File: src/hdl/esps_pkg.sv
// shared types and constants of the plant step block
// used by esps_mac, esps_seq and the top level; no dependencies
package esps_pkg;

  localparam int ORDER    = 3;
  localparam int DATA_W   = 32;
  localparam int FRAC_W   = 16;
  localparam int DT_W     = 31;
  localparam int PROD_W   = 2 * DATA_W;
  localparam int NUM_N    = 4;
  localparam int DEN_N    = 3;
  localparam int CIDX_W   = $clog2(NUM_N);
  localparam int IDX_W    = $clog2(ORDER + 1);
  localparam int CFG_IDX_W = 3;

  localparam logic [CFG_IDX_W-1:0] REG_DEN1 = CFG_IDX_W'(0);
  localparam logic [CFG_IDX_W-1:0] REG_DEN3 = CFG_IDX_W'(2);
  localparam logic [CFG_IDX_W-1:0] REG_NUM0 = CFG_IDX_W'(3);
  localparam logic [CFG_IDX_W-1:0] REG_NUM3 = CFG_IDX_W'(6);
  localparam logic [CFG_IDX_W-1:0] REG_DT   = CFG_IDX_W'(7);

  localparam logic [DT_W-1:0] DT_RESET = DT_W'(6554);

  localparam logic signed [DATA_W-1:0] SAT_MAX = {1'b0, {(DATA_W-1){1'b1}}};
  localparam logic signed [DATA_W-1:0] SAT_MIN = {1'b1, {(DATA_W-1){1'b0}}};

  // multiplier operand a
  typedef enum logic [1:0] {A_ZERO, A_DEN, A_GAIN, A_DERIV} a_sel_t;
  // multiplier operand b
  typedef enum logic [1:0] {B_U, B_DT, B_STATE, B_GAIN} b_sel_t;
  // addend
  typedef enum logic [1:0] {C_ZERO, C_FWD, C_STATE, C_NUM} c_sel_t;
  // write-back target
  typedef enum logic [1:0] {D_DERIV, D_STATE, D_GAIN, D_OUT} dst_sel_t;

  typedef struct packed {
    logic             step;
    dst_sel_t         dst;
    logic [IDX_W-1:0] d_idx;
  } wb_t;

  typedef struct packed {
    logic             valid;
    a_sel_t           a_sel;
    logic [IDX_W-1:0] a_idx;
    b_sel_t           b_sel;
    logic [IDX_W-1:0] b_idx;
    c_sel_t           c_sel;
    logic [IDX_W-1:0] c_idx;
    logic             sub;
    wb_t              wb;
  } op_t;

  typedef struct packed {
    logic ready;
    logic load_out;
  } seq_ctl_t;

endpackage

File: src/hdl/esps_mac.sv
// shared multiply / saturate / accumulate unit, two stages
// uses esps_pkg
module esps_mac (
  input  logic                                 clk,
  input  logic                                 rst_n,
  input  logic                                 flush,
  input  logic                                 issue,
  input  logic signed [esps_pkg::DATA_W-1:0]   mul_a,
  input  logic signed [esps_pkg::DATA_W-1:0]   mul_b,
  input  logic signed [esps_pkg::DATA_W-1:0]   addend,
  input  logic                                 addend_fwd,
  input  logic                                 sub,
  input  esps_pkg::wb_t                        tag_in,
  output logic                                 res_valid,
  output logic signed [esps_pkg::DATA_W-1:0]   res,
  output logic                                 res_sat,
  output esps_pkg::wb_t                        res_tag
);
  import esps_pkg::*;

  localparam int Q_W = PROD_W - FRAC_W;

  logic signed [PROD_W-1:0] prod_r;
  logic signed [DATA_W-1:0] addend_r;
  logic                     sub_r;
  logic                     valid_r;
  wb_t                      tag_r;

  logic signed [Q_W-1:0]    q;
  logic                     q_sat;
  logic signed [DATA_W-1:0] q_clip;
  logic signed [DATA_W:0]   sum;
  logic                     sum_sat;

  // arithmetic shift is floor division by 2^16
  always_comb begin
    q       = prod_r[PROD_W-1:FRAC_W];
    q_sat   = !((&q[Q_W-1:DATA_W-1]) || !(|q[Q_W-1:DATA_W-1]));
    q_clip  = q_sat ? (q[Q_W-1] ? SAT_MIN : SAT_MAX) : q[DATA_W-1:0];
    if (sub_r) begin
      sum = {addend_r[DATA_W-1], addend_r} - {q_clip[DATA_W-1], q_clip};
    end else begin
      sum = {addend_r[DATA_W-1], addend_r} + {q_clip[DATA_W-1], q_clip};
    end
    sum_sat = sum[DATA_W] != sum[DATA_W-1];
    res     = sum_sat ? (sum[DATA_W] ? SAT_MIN : SAT_MAX) : sum[DATA_W-1:0];
    res_sat = q_sat | sum_sat;
  end

  assign res_valid = valid_r;
  assign res_tag   = tag_r;

  always_ff @(posedge clk) begin
    if (!rst_n || flush) begin
      valid_r <= 1'b0;
    end else begin
      valid_r <= issue;
    end
  end

  // accumulate chains pick up the result still in the second stage
  always_ff @(posedge clk) begin
    prod_r   <= PROD_W'(mul_a) * PROD_W'(mul_b);
    addend_r <= addend_fwd ? res : addend;
    sub_r    <= sub;
    tag_r    <= tag_in;
  end

endmodule

File: src/hdl/esps_seq.sv
// micro-op sequencer for the plant step and the gain derivation
// uses esps_pkg
module esps_seq (
  input  logic               clk,
  input  logic               rst_n,
  input  logic               in_valid,
  input  logic               out_free,
  input  logic               derive_req,
  output esps_pkg::op_t      op,
  output esps_pkg::seq_ctl_t ctl
);
  import esps_pkg::*;

  typedef enum logic [3:0] {
    S_IDLE, S_ROW, S_LAST, S_LASTU, S_GAPU, S_UPD, S_OUT, S_DRAIN, S_FIN,
    S_GROW, S_GGAP
  } state_t;

  state_t           state_r, state_nxt;
  logic [IDX_W-1:0] cnt_r, cnt_nxt;
  logic [IDX_W-1:0] gi_r, gi_nxt;

  always_comb begin
    state_nxt    = state_r;
    cnt_nxt      = cnt_r;
    gi_nxt       = gi_r;
    op           = '0;
    ctl.ready    = 1'b0;
    ctl.load_out = 1'b0;
    unique case (state_r)
      S_IDLE: begin
        ctl.ready = 1'b1;
        if (in_valid) begin
          state_nxt = (ORDER > 1) ? S_ROW : S_LAST;
          cnt_nxt   = '0;
        end
      end
      // d[r] = x[r+1] + g[r+1]*u
      S_ROW: begin
        op.valid     = 1'b1;
        op.a_sel     = A_GAIN;
        op.a_idx     = cnt_r + IDX_W'(1);
        op.b_sel     = B_U;
        op.c_sel     = C_STATE;
        op.c_idx     = cnt_r + IDX_W'(1);
        op.wb.step   = 1'b1;
        op.wb.dst    = D_DERIV;
        op.wb.d_idx  = cnt_r;
        if (cnt_r == IDX_W'(ORDER - 2)) begin
          state_nxt = S_LAST;
          cnt_nxt   = '0;
        end else begin
          cnt_nxt = cnt_r + IDX_W'(1);
        end
      end
      // last row: acc -= a[ORDER-i]*x[i]
      S_LAST: begin
        op.valid     = 1'b1;
        op.a_sel     = A_DEN;
        op.a_idx     = IDX_W'(ORDER - 1) - cnt_r;
        op.b_sel     = B_STATE;
        op.b_idx     = cnt_r;
        op.c_sel     = (cnt_r == '0) ? C_ZERO : C_FWD;
        op.sub       = 1'b1;
        op.wb.step   = 1'b1;
        op.wb.dst    = D_DERIV;
        op.wb.d_idx  = IDX_W'(ORDER - 1);
        if (cnt_r == IDX_W'(ORDER - 1)) begin
          state_nxt = S_LASTU;
        end else begin
          cnt_nxt = cnt_r + IDX_W'(1);
        end
      end
      S_LASTU: begin
        op.valid     = 1'b1;
        op.a_sel     = A_GAIN;
        op.a_idx     = IDX_W'(ORDER);
        op.b_sel     = B_U;
        op.c_sel     = C_FWD;
        op.wb.step   = 1'b1;
        op.wb.dst    = D_DERIV;
        op.wb.d_idx  = IDX_W'(ORDER - 1);
        state_nxt    = S_GAPU;
      end
      // lets the last derivative land before the updates read it
      S_GAPU: begin
        state_nxt = S_UPD;
        cnt_nxt   = '0;
      end
      // x[r] += d[r]*dt
      S_UPD: begin
        op.valid     = 1'b1;
        op.a_sel     = A_DERIV;
        op.a_idx     = cnt_r;
        op.b_sel     = B_DT;
        op.c_sel     = C_STATE;
        op.c_idx     = cnt_r;
        op.wb.step   = 1'b1;
        op.wb.dst    = D_STATE;
        op.wb.d_idx  = cnt_r;
        if (cnt_r == IDX_W'(ORDER - 1)) begin
          state_nxt = S_OUT;
        end else begin
          cnt_nxt = cnt_r + IDX_W'(1);
        end
      end
      // y = x[0] + g[0]*u, x[0] forwarded when it was updated just before
      S_OUT: begin
        op.valid     = 1'b1;
        op.a_sel     = A_GAIN;
        op.b_sel     = B_U;
        op.c_sel     = (ORDER == 1) ? C_FWD : C_STATE;
        op.wb.step   = 1'b1;
        op.wb.dst    = D_OUT;
        state_nxt    = S_DRAIN;
      end
      S_DRAIN: begin
        state_nxt = S_FIN;
      end
      S_FIN: begin
        if (out_free) begin
          ctl.load_out = 1'b1;
          state_nxt    = S_IDLE;
        end
      end
      // g[i] = b[i] - sum a[i-j+1]*g[j-1], j from i down to 1
      S_GROW: begin
        op.valid     = 1'b1;
        op.wb.dst    = D_GAIN;
        op.wb.d_idx  = gi_r;
        if (gi_r == '0) begin
          op.a_sel  = A_ZERO;
          op.b_sel  = B_U;
          op.c_sel  = C_NUM;
          op.c_idx  = '0;
          state_nxt = S_GGAP;
        end else begin
          op.a_sel = A_DEN;
          op.a_idx = gi_r - cnt_r;
          op.b_sel = B_GAIN;
          op.b_idx = cnt_r - IDX_W'(1);
          op.c_sel = (cnt_r == gi_r) ? C_NUM : C_FWD;
          op.c_idx = gi_r;
          op.sub   = 1'b1;
          if (cnt_r == IDX_W'(1)) begin
            state_nxt = S_GGAP;
          end else begin
            cnt_nxt = cnt_r - IDX_W'(1);
          end
        end
      end
      // gap so the finished gain is written before the next row
      S_GGAP: begin
        if (gi_r == IDX_W'(ORDER)) begin
          state_nxt = S_IDLE;
        end else begin
          gi_nxt    = gi_r + IDX_W'(1);
          cnt_nxt   = gi_r + IDX_W'(1);
          state_nxt = S_GROW;
        end
      end
      default: begin
        state_nxt = S_IDLE;
      end
    endcase
    // a coefficient write takes the unit, no item is taken in that cycle
    if (derive_req) begin
      ctl.ready = 1'b0;
      state_nxt = S_GROW;
      gi_nxt    = '0;
      cnt_nxt   = '0;
    end
  end

  always_ff @(posedge clk) begin
    if (!rst_n) begin
      state_r <= S_IDLE;
      cnt_r   <= '0;
      gi_r    <= '0;
    end else begin
      state_r <= state_nxt;
      cnt_r   <= cnt_nxt;
      gi_r    <= gi_nxt;
    end
  end

endmodule

File: src/hdl/euler_state_space_plant_step_top.sv
// top level of the forward euler state-space plant step
// uses esps_pkg, esps_seq and esps_mac
//
// Order-3 linear plant in controllable canonical form, stepped by forward
// euler in signed Q16.16 with every product and sum saturated to 32 bits.
// Each accepted item u advances the state once, x += (A*x + B*u)*dt, and
// returns y = x1 + beta0*u plus a flag that is set when any arithmetic of
// that step clipped. All arithmetic runs through one shared two-stage
// multiply/saturate/accumulate unit driven by a micro-op sequencer, one op
// per cycle outside its idle, gap, drain and output-wait states; in_stall
// is high from the acceptance of an item until the sequencer is idle
// again, so an item is finished before the next is taken. The result sits
// in an output register, so a result still waiting on out_stall does not
// block the work on the next item, only its delivery. Writing any
// coefficient register clears the state and rederives the gains beta on
// the same unit with the input stalled; writing time_step changes only dt.
module euler_state_space_plant_step_top (
  input  logic                                   clk,
  input  logic                                   rst_n,
  input  logic                                   in_valid,
  output logic                                   in_stall,
  input  logic signed [esps_pkg::DATA_W-1:0]     in_drive_sample,
  output logic                                   out_valid,
  input  logic                                   out_stall,
  output logic signed [esps_pkg::DATA_W-1:0]     out_plant_output,
  output logic                                   out_saturated,
  input  logic                                   cfg_wr_en,
  input  logic [esps_pkg::CFG_IDX_W-1:0]         cfg_index,
  input  logic [esps_pkg::DATA_W-1:0]            cfg_wdata
);

  import esps_pkg::*;

  // configuration
  logic signed [DATA_W-1:0] den_r [DEN_N];
  logic signed [DATA_W-1:0] num_r [NUM_N];
  logic        [DT_W-1:0]   dt_r;

  // plant state, derivatives and gains
  logic signed [DATA_W-1:0] x_r [ORDER];
  logic signed [DATA_W-1:0] d_r [ORDER];
  logic signed [DATA_W-1:0] g_r [ORDER+1];

  logic signed [DATA_W-1:0] u_r;
  logic signed [DATA_W-1:0] y_r;
  logic                     sat_r;

  logic                     out_valid_r;
  logic signed [DATA_W-1:0] out_plant_output_r;
  logic                     out_saturated_r;

  op_t      op;
  seq_ctl_t ctl;
  logic     accept;
  logic     derive_req;
  logic     out_free;

  logic [IDX_W-1:0]         g_rd_idx;
  logic [IDX_W-1:0]         x_rd_idx;
  logic signed [DATA_W-1:0] g_rd;
  logic signed [DATA_W-1:0] x_rd;
  logic signed [DATA_W-1:0] mul_a;
  logic signed [DATA_W-1:0] mul_b;
  logic signed [DATA_W-1:0] addend;

  logic                     res_valid;
  logic signed [DATA_W-1:0] res;
  logic                     res_sat;
  wb_t                      res_tag;

  assign accept     = in_valid && ctl.ready;
  assign in_stall   = !ctl.ready;
  // a coefficient write restarts the gain derivation from scratch
  assign derive_req = cfg_wr_en && (cfg_index != REG_DT);
  assign out_free   = !out_valid_r || !out_stall;

  esps_seq u_seq (
    .clk        (clk),
    .rst_n      (rst_n),
    .in_valid   (in_valid),
    .out_free   (out_free),
    .derive_req (derive_req),
    .op         (op),
    .ctl        (ctl)
  );

  // one read address per array and cycle
  always_comb begin
    g_rd_idx = (op.a_sel == A_GAIN) ? op.a_idx : op.b_idx;
    x_rd_idx = (op.b_sel == B_STATE) ? op.b_idx : op.c_idx;
    g_rd     = g_r[g_rd_idx];
    x_rd     = x_r[x_rd_idx];

    unique case (op.a_sel)
      A_ZERO:  mul_a = '0;
      A_DEN:   mul_a = den_r[CIDX_W'(op.a_idx)];
      A_GAIN:  mul_a = g_rd;
      A_DERIV: mul_a = d_r[op.a_idx];
      default: mul_a = '0;
    endcase

    unique case (op.b_sel)
      B_U:     mul_b = u_r;
      B_DT:    mul_b = DATA_W'(dt_r);
      B_STATE: mul_b = x_rd;
      B_GAIN:  mul_b = g_rd;
      default: mul_b = '0;
    endcase

    // a forwarded addend is picked up inside the unit
    unique case (op.c_sel)
      C_ZERO:  addend = '0;
      C_FWD:   addend = '0;
      C_STATE: addend = x_rd;
      C_NUM:   addend = num_r[CIDX_W'(op.c_idx)];
      default: addend = '0;
    endcase
  end

  esps_mac u_mac (
    .clk        (clk),
    .rst_n      (rst_n),
    .flush      (derive_req),
    .issue      (op.valid),
    .mul_a      (mul_a),
    .mul_b      (mul_b),
    .addend     (addend),
    .addend_fwd (op.c_sel == C_FWD),
    .sub        (op.sub),
    .tag_in     (op.wb),
    .res_valid  (res_valid),
    .res        (res),
    .res_sat    (res_sat),
    .res_tag    (res_tag)
  );

  // configuration, state, gains and handshake flags
  always_ff @(posedge clk) begin
    if (!rst_n) begin
      for (int i = 0; i < DEN_N; i++) begin
        den_r[i] <= '0;
      end
      for (int i = 0; i < NUM_N; i++) begin
        num_r[i] <= '0;
      end
      dt_r <= DT_RESET;
      for (int i = 0; i < ORDER; i++) begin
        x_r[i] <= '0;
      end
      // gains of the all-zero reset coefficients
      for (int i = 0; i <= ORDER; i++) begin
        g_r[i] <= '0;
      end
      sat_r       <= 1'b0;
      out_valid_r <= 1'b0;
    end else begin
      if (res_valid && res_tag.dst == D_STATE) begin
        x_r[res_tag.d_idx] <= res;
      end
      if (res_valid && res_tag.dst == D_GAIN) begin
        g_r[res_tag.d_idx] <= res;
      end

      // saturation flag covers the step ops of the current item only
      if (accept) begin
        sat_r <= 1'b0;
      end else if (res_valid && res_tag.step && res_sat) begin
        sat_r <= 1'b1;
      end

      if (cfg_wr_en) begin
        priority if (cfg_index <= REG_DEN3) begin
          den_r[CIDX_W'(cfg_index - REG_DEN1)] <= cfg_wdata;
        end else if (cfg_index <= REG_NUM3) begin
          num_r[CIDX_W'(cfg_index - REG_NUM0)] <= cfg_wdata;
        end else begin
          dt_r <= cfg_wdata[DT_W-1:0];
        end
      end
      if (derive_req) begin
        for (int i = 0; i < ORDER; i++) begin
          x_r[i] <= '0;
        end
      end

      if (ctl.load_out) begin
        out_valid_r <= 1'b1;
      end else if (!out_stall) begin
        out_valid_r <= 1'b0;
      end
    end
  end

  // payload registers
  always_ff @(posedge clk) begin
    if (accept) begin
      u_r <= in_drive_sample;
    end
    if (res_valid && res_tag.dst == D_DERIV) begin
      d_r[res_tag.d_idx] <= res;
    end
    if (res_valid && res_tag.dst == D_OUT) begin
      y_r <= res;
    end
    if (ctl.load_out) begin
      out_plant_output_r <= y_r;
      out_saturated_r    <= sat_r;
    end
  end

  assign out_valid        = out_valid_r;
  assign out_plant_output = out_plant_output_r;
  assign out_saturated    = out_saturated_r;

endmodule

File: config.mk
export PLATFORM = sky130hd
export DESIGN_NAME = euler_state_space_plant_step_top
export DESIGN_NICKNAME = d
export VERILOG_FILES = /design/src/hdl/esps_pkg.sv /design/src/hdl/esps_mac.sv /design/src/hdl/esps_seq.sv /design/src/hdl/euler_state_space_plant_step_top.sv
export SDC_FILE = /design/constraint.sdc
export NUM_CORES = 2
export LEC_CHECK = 0
export BUFFER_PORTS_ARGS = -buffer_cell sky130_fd_sc_hd__buf_2
export CAP_MARGIN = 0
export CORE_MARGIN = 2
export CORE_UTILIZATION = 30
export DETAILED_ROUTE_END_ITERATION = 8
export GPL_ROUTABILITY_DRIVEN = 0
export PLACE_DENSITY = 0.48
export REMOVE_ABC_BUFFERS = 1
export SLEW_MARGIN = 5
export SYNTH_ARGS = -nofsm -noshare
export SYNTH_HDL_FRONTEND = slang
export SYNTH_SLANG_ARGS = --single-unit
File: constraint.sdc
create_clock -name clk -period 14.9 [get_ports clk]
set_clock_uncertainty 0.1 [all_clocks]
set_input_delay 0.745 -clock clk [delete_from_list [all_inputs] [get_ports clk]]
set_output_delay 0.745 -clock clk [all_outputs]
set_load 0.005 [all_outputs]
==> key figures <==
Outcome
  – Status: completed

Setup path
  – CP dominant cell by count: fa_1
  – Slowest CP cell: o21a_1
  – Crit start category: flop
  – Worst Path Arrival: 13.33 ns
  – CP max FO: 44
  – Delay-heaviest family, CP: adder cells
  – Worst setup path class: flop to flop
  – CP endpoint kind: flop
  – WP buf/inv: 7
  – Worst endpoint required time: 15.35 ns
  – Worst stage delay on the critical path: 0.87 ns

STA
  – RSZ-0062 raised after global routing: false
  – Worst-Margin Slew: 1.39 ns
  – Min Hold Slack: 0.0620 ns
  – Min Tclk post-route: 12.87 ns
  – Max Freq: 77.7 MHz
  – Rel. slew slack: 0.0664
  – Setup_tns: 0 ns
  – Slew Viols, Final: 0
  – Final setup violating endpoints: 0
  – Fin crit share: 0.864
  – Final Hold Viols: 0

Synthesis
  – Register bit count reported by yosys: 833
  – Top_reg_cell synth: edfxtp_1
  – Synth Instances: 7323
  – Synthesized area: 73500 um^2
  – Post-synthesis area per instance: 10.0 um^2
  – Register area share after synthesis: 0.323
  – Synth warnings: 0
  – Yosys cell types: 98
  – FFs w/ async S/R, synth: 0
  – Number of synthesized flops with an enable pin: 705

Place
  – Detail Placement HPWL: 198000 um
  – PortBufs: 106

Clock network
  – Clock Pin Slew Worst Setup and Hold Paths: 0.07 ns
  – Clk root buf: clkbuf_16
  – CTS-repair resized insts: 0
  – CTS buffer count: 88
  – Setup repair bufs after CTS: 0
  – # hold bufs at CTS: 0
  – Clk_lat worst skew: 0.76 ns
  – H-tree levels: 3
  – Longest Clk Path Bufs: 3
  – Clock sinks: 833
  – CTS tree: yes

Die
  – Ports: 107
  – Site Rows: 181
  – Die area: 249000 um^2
  – Core ar.: 243000 um^2
  – Floorplan die height: 499 um
  – Initial cell density of the core: 0.302
  – Die X: 499 um

Detailed routing
  – Pre-antenna DRT Iters: 8
  – Via/cell ratio: 5.11
  – Total wire length: 265000 um
  – Via count: 53.8k
  – DRT iter0 DRCs: 5339
  – # DRC: 0
  – Routed wire per std cell: 25.1 um
  – Routed Antenna Nets: 0

Global route
  – Largest net degree at the start of global routing: 93
  – First-pass GRT wire length: 389000 um
  – Antenna violations before repair: 12
  – GRT Resource Usage Total: 0.212
  – Vias in the first global route: 55.4k
  – Gr ovfl total: 0

Cells and area
  – Fill cells: 24.7k
  – Layout cells sized above 1: 0.0755
  – Area grow syn2layout: 10.6%
  – Nets: 8628

Min path
  – Min-Delay Path Class: primary input to flop

Run
  – Maxcap violations: 0
stage by stage:
step                worst slack (ns)  cell area (um^2)   util  cells
floorplan                      -3.24             71800      -   6883
global placement                2.31             78200  0.321  10400
detailed placement              2.05             78200  0.321  10400
CTS                             1.94             81300  0.334  10500
global route                    1.40             81300  0.334  10500
finish                          2.03             81300  0.334  10500
placed cells by master (no fill, tap or decap), drive strengths merged, types with 118 or more instances in the layout:
cell       n
a21oi    219
and2     200
and3     120
buf      277
clkbuf   118
dfxtp    128
edfxtp   705
fa      1082
ha       224
inv     1090
mux2i    151
nand2    912
nor2     920
o21ai    226
registers in the layout, summed over array words and instances (netlist names), 2 cells and up:
register,flops
den_r,128
g_r,128
num_r,128
x_r,128
d_r,96
u_mac.prod_r,48
out_plant_output,32
u_mac.addend_r,32
u_r,32
y_r,32
dt_r,31
u_mac.res_tag,5
u_seq.state_r,4
u_seq.cnt_r,2
u_seq.gi_r,2
cell families (layout without fill, tap and decap cells):
| logic type | after synthesis | in the layout | share of synthesized area |
|---|---|---|---|
| flip-flops | 833 | 833 | 0.323 |
| multiplexers | 164 | 164 | 0.0228 |
| XOR/XNOR | 102 | 102 | 0.0122 |
| other | 0 | 6 | 0 |
| AND/OR/NAND/NOR | 2482 | 2482 | 0.148 |
| buffers and inverters | 1530 | 1532 | 0.0790 |
| AO/OA/AOI/OAI | 887 | 887 | 0.0797 |
| adder cells (fa/ha/maj) | 1325 | 1325 | 0.336 |
cell usage after synthesis (all sizes together), types with 15 or more instances:
cell type	n	area (um^2)
a211oi	36	270
clkbuf	376	1410
and2	200	1250
a21o	81	609
a31oi	45	303
nor2	920	3460
o21bai	32	240
nor3	77	395
o221ai	37	324
xor2	44	385
o22a	24	210
and3	120	751
nand4	34	213
o211ai	21	158
buf	64	300
inv	1086	4080
or2	17	106
edfxtp	705	21200
dfxtp	128	2560
fa	1082	21700
o21a	32	240
nand2	912	3430
nand2b	52	325
nor2b	25	156
a221o	15	150
mux2i	151	1510
nand3	74	370
a21oi	219	1100
o21ai	226	1130
maj3	19	190
xnor2	58	508
ha	224	2800
worst paths after layout:
kind | depth (start not counted) | endpoint | slack [ns] | from
hold / removal | 1 | u_r[27] | 0.06 | in_drive_sample[27]
hold reg to reg | 0 | out_plant_output[7] | 0.30 | y_r[7]
setup reg to reg | 33 | u_mac.prod_r[63] | 2.03 | u_seq.cnt_r[0]
setup / recovery | 33 | u_mac.prod_r[63] | 2.03 | u_seq.cnt_r[0]
layout make-up:
class / instances / area (um^2) / share of cell area
tap: 3202 / 4010 / 0.0493
timing repair buffer: 277 / 1830 / 0.0225
antenna: 6 / 15.0 / 0.000185
sequential: 833 / 23700 / 0.292
inverter: 1090 / 4090 / 0.0503
multi-input combinational: 4960 / 44500 / 0.547
clock buffer: 118 / 2450 / 0.0301
clock inverter: 47 / 666 / 0.00819
metal layers:
metal,up-vias,part of all wire,track usage
met1,27900,0.44,0.302
met5,-,0.000049,0
met2,2215,0.45,0.332
met3,357,0.080,0.0357
li1,23300,-,-
met4,2,0.030,0.0595
Power is left out: the tool's default activity adds up to more than one toggle a clock period on the data nets, which glitch-free logic cannot reach.
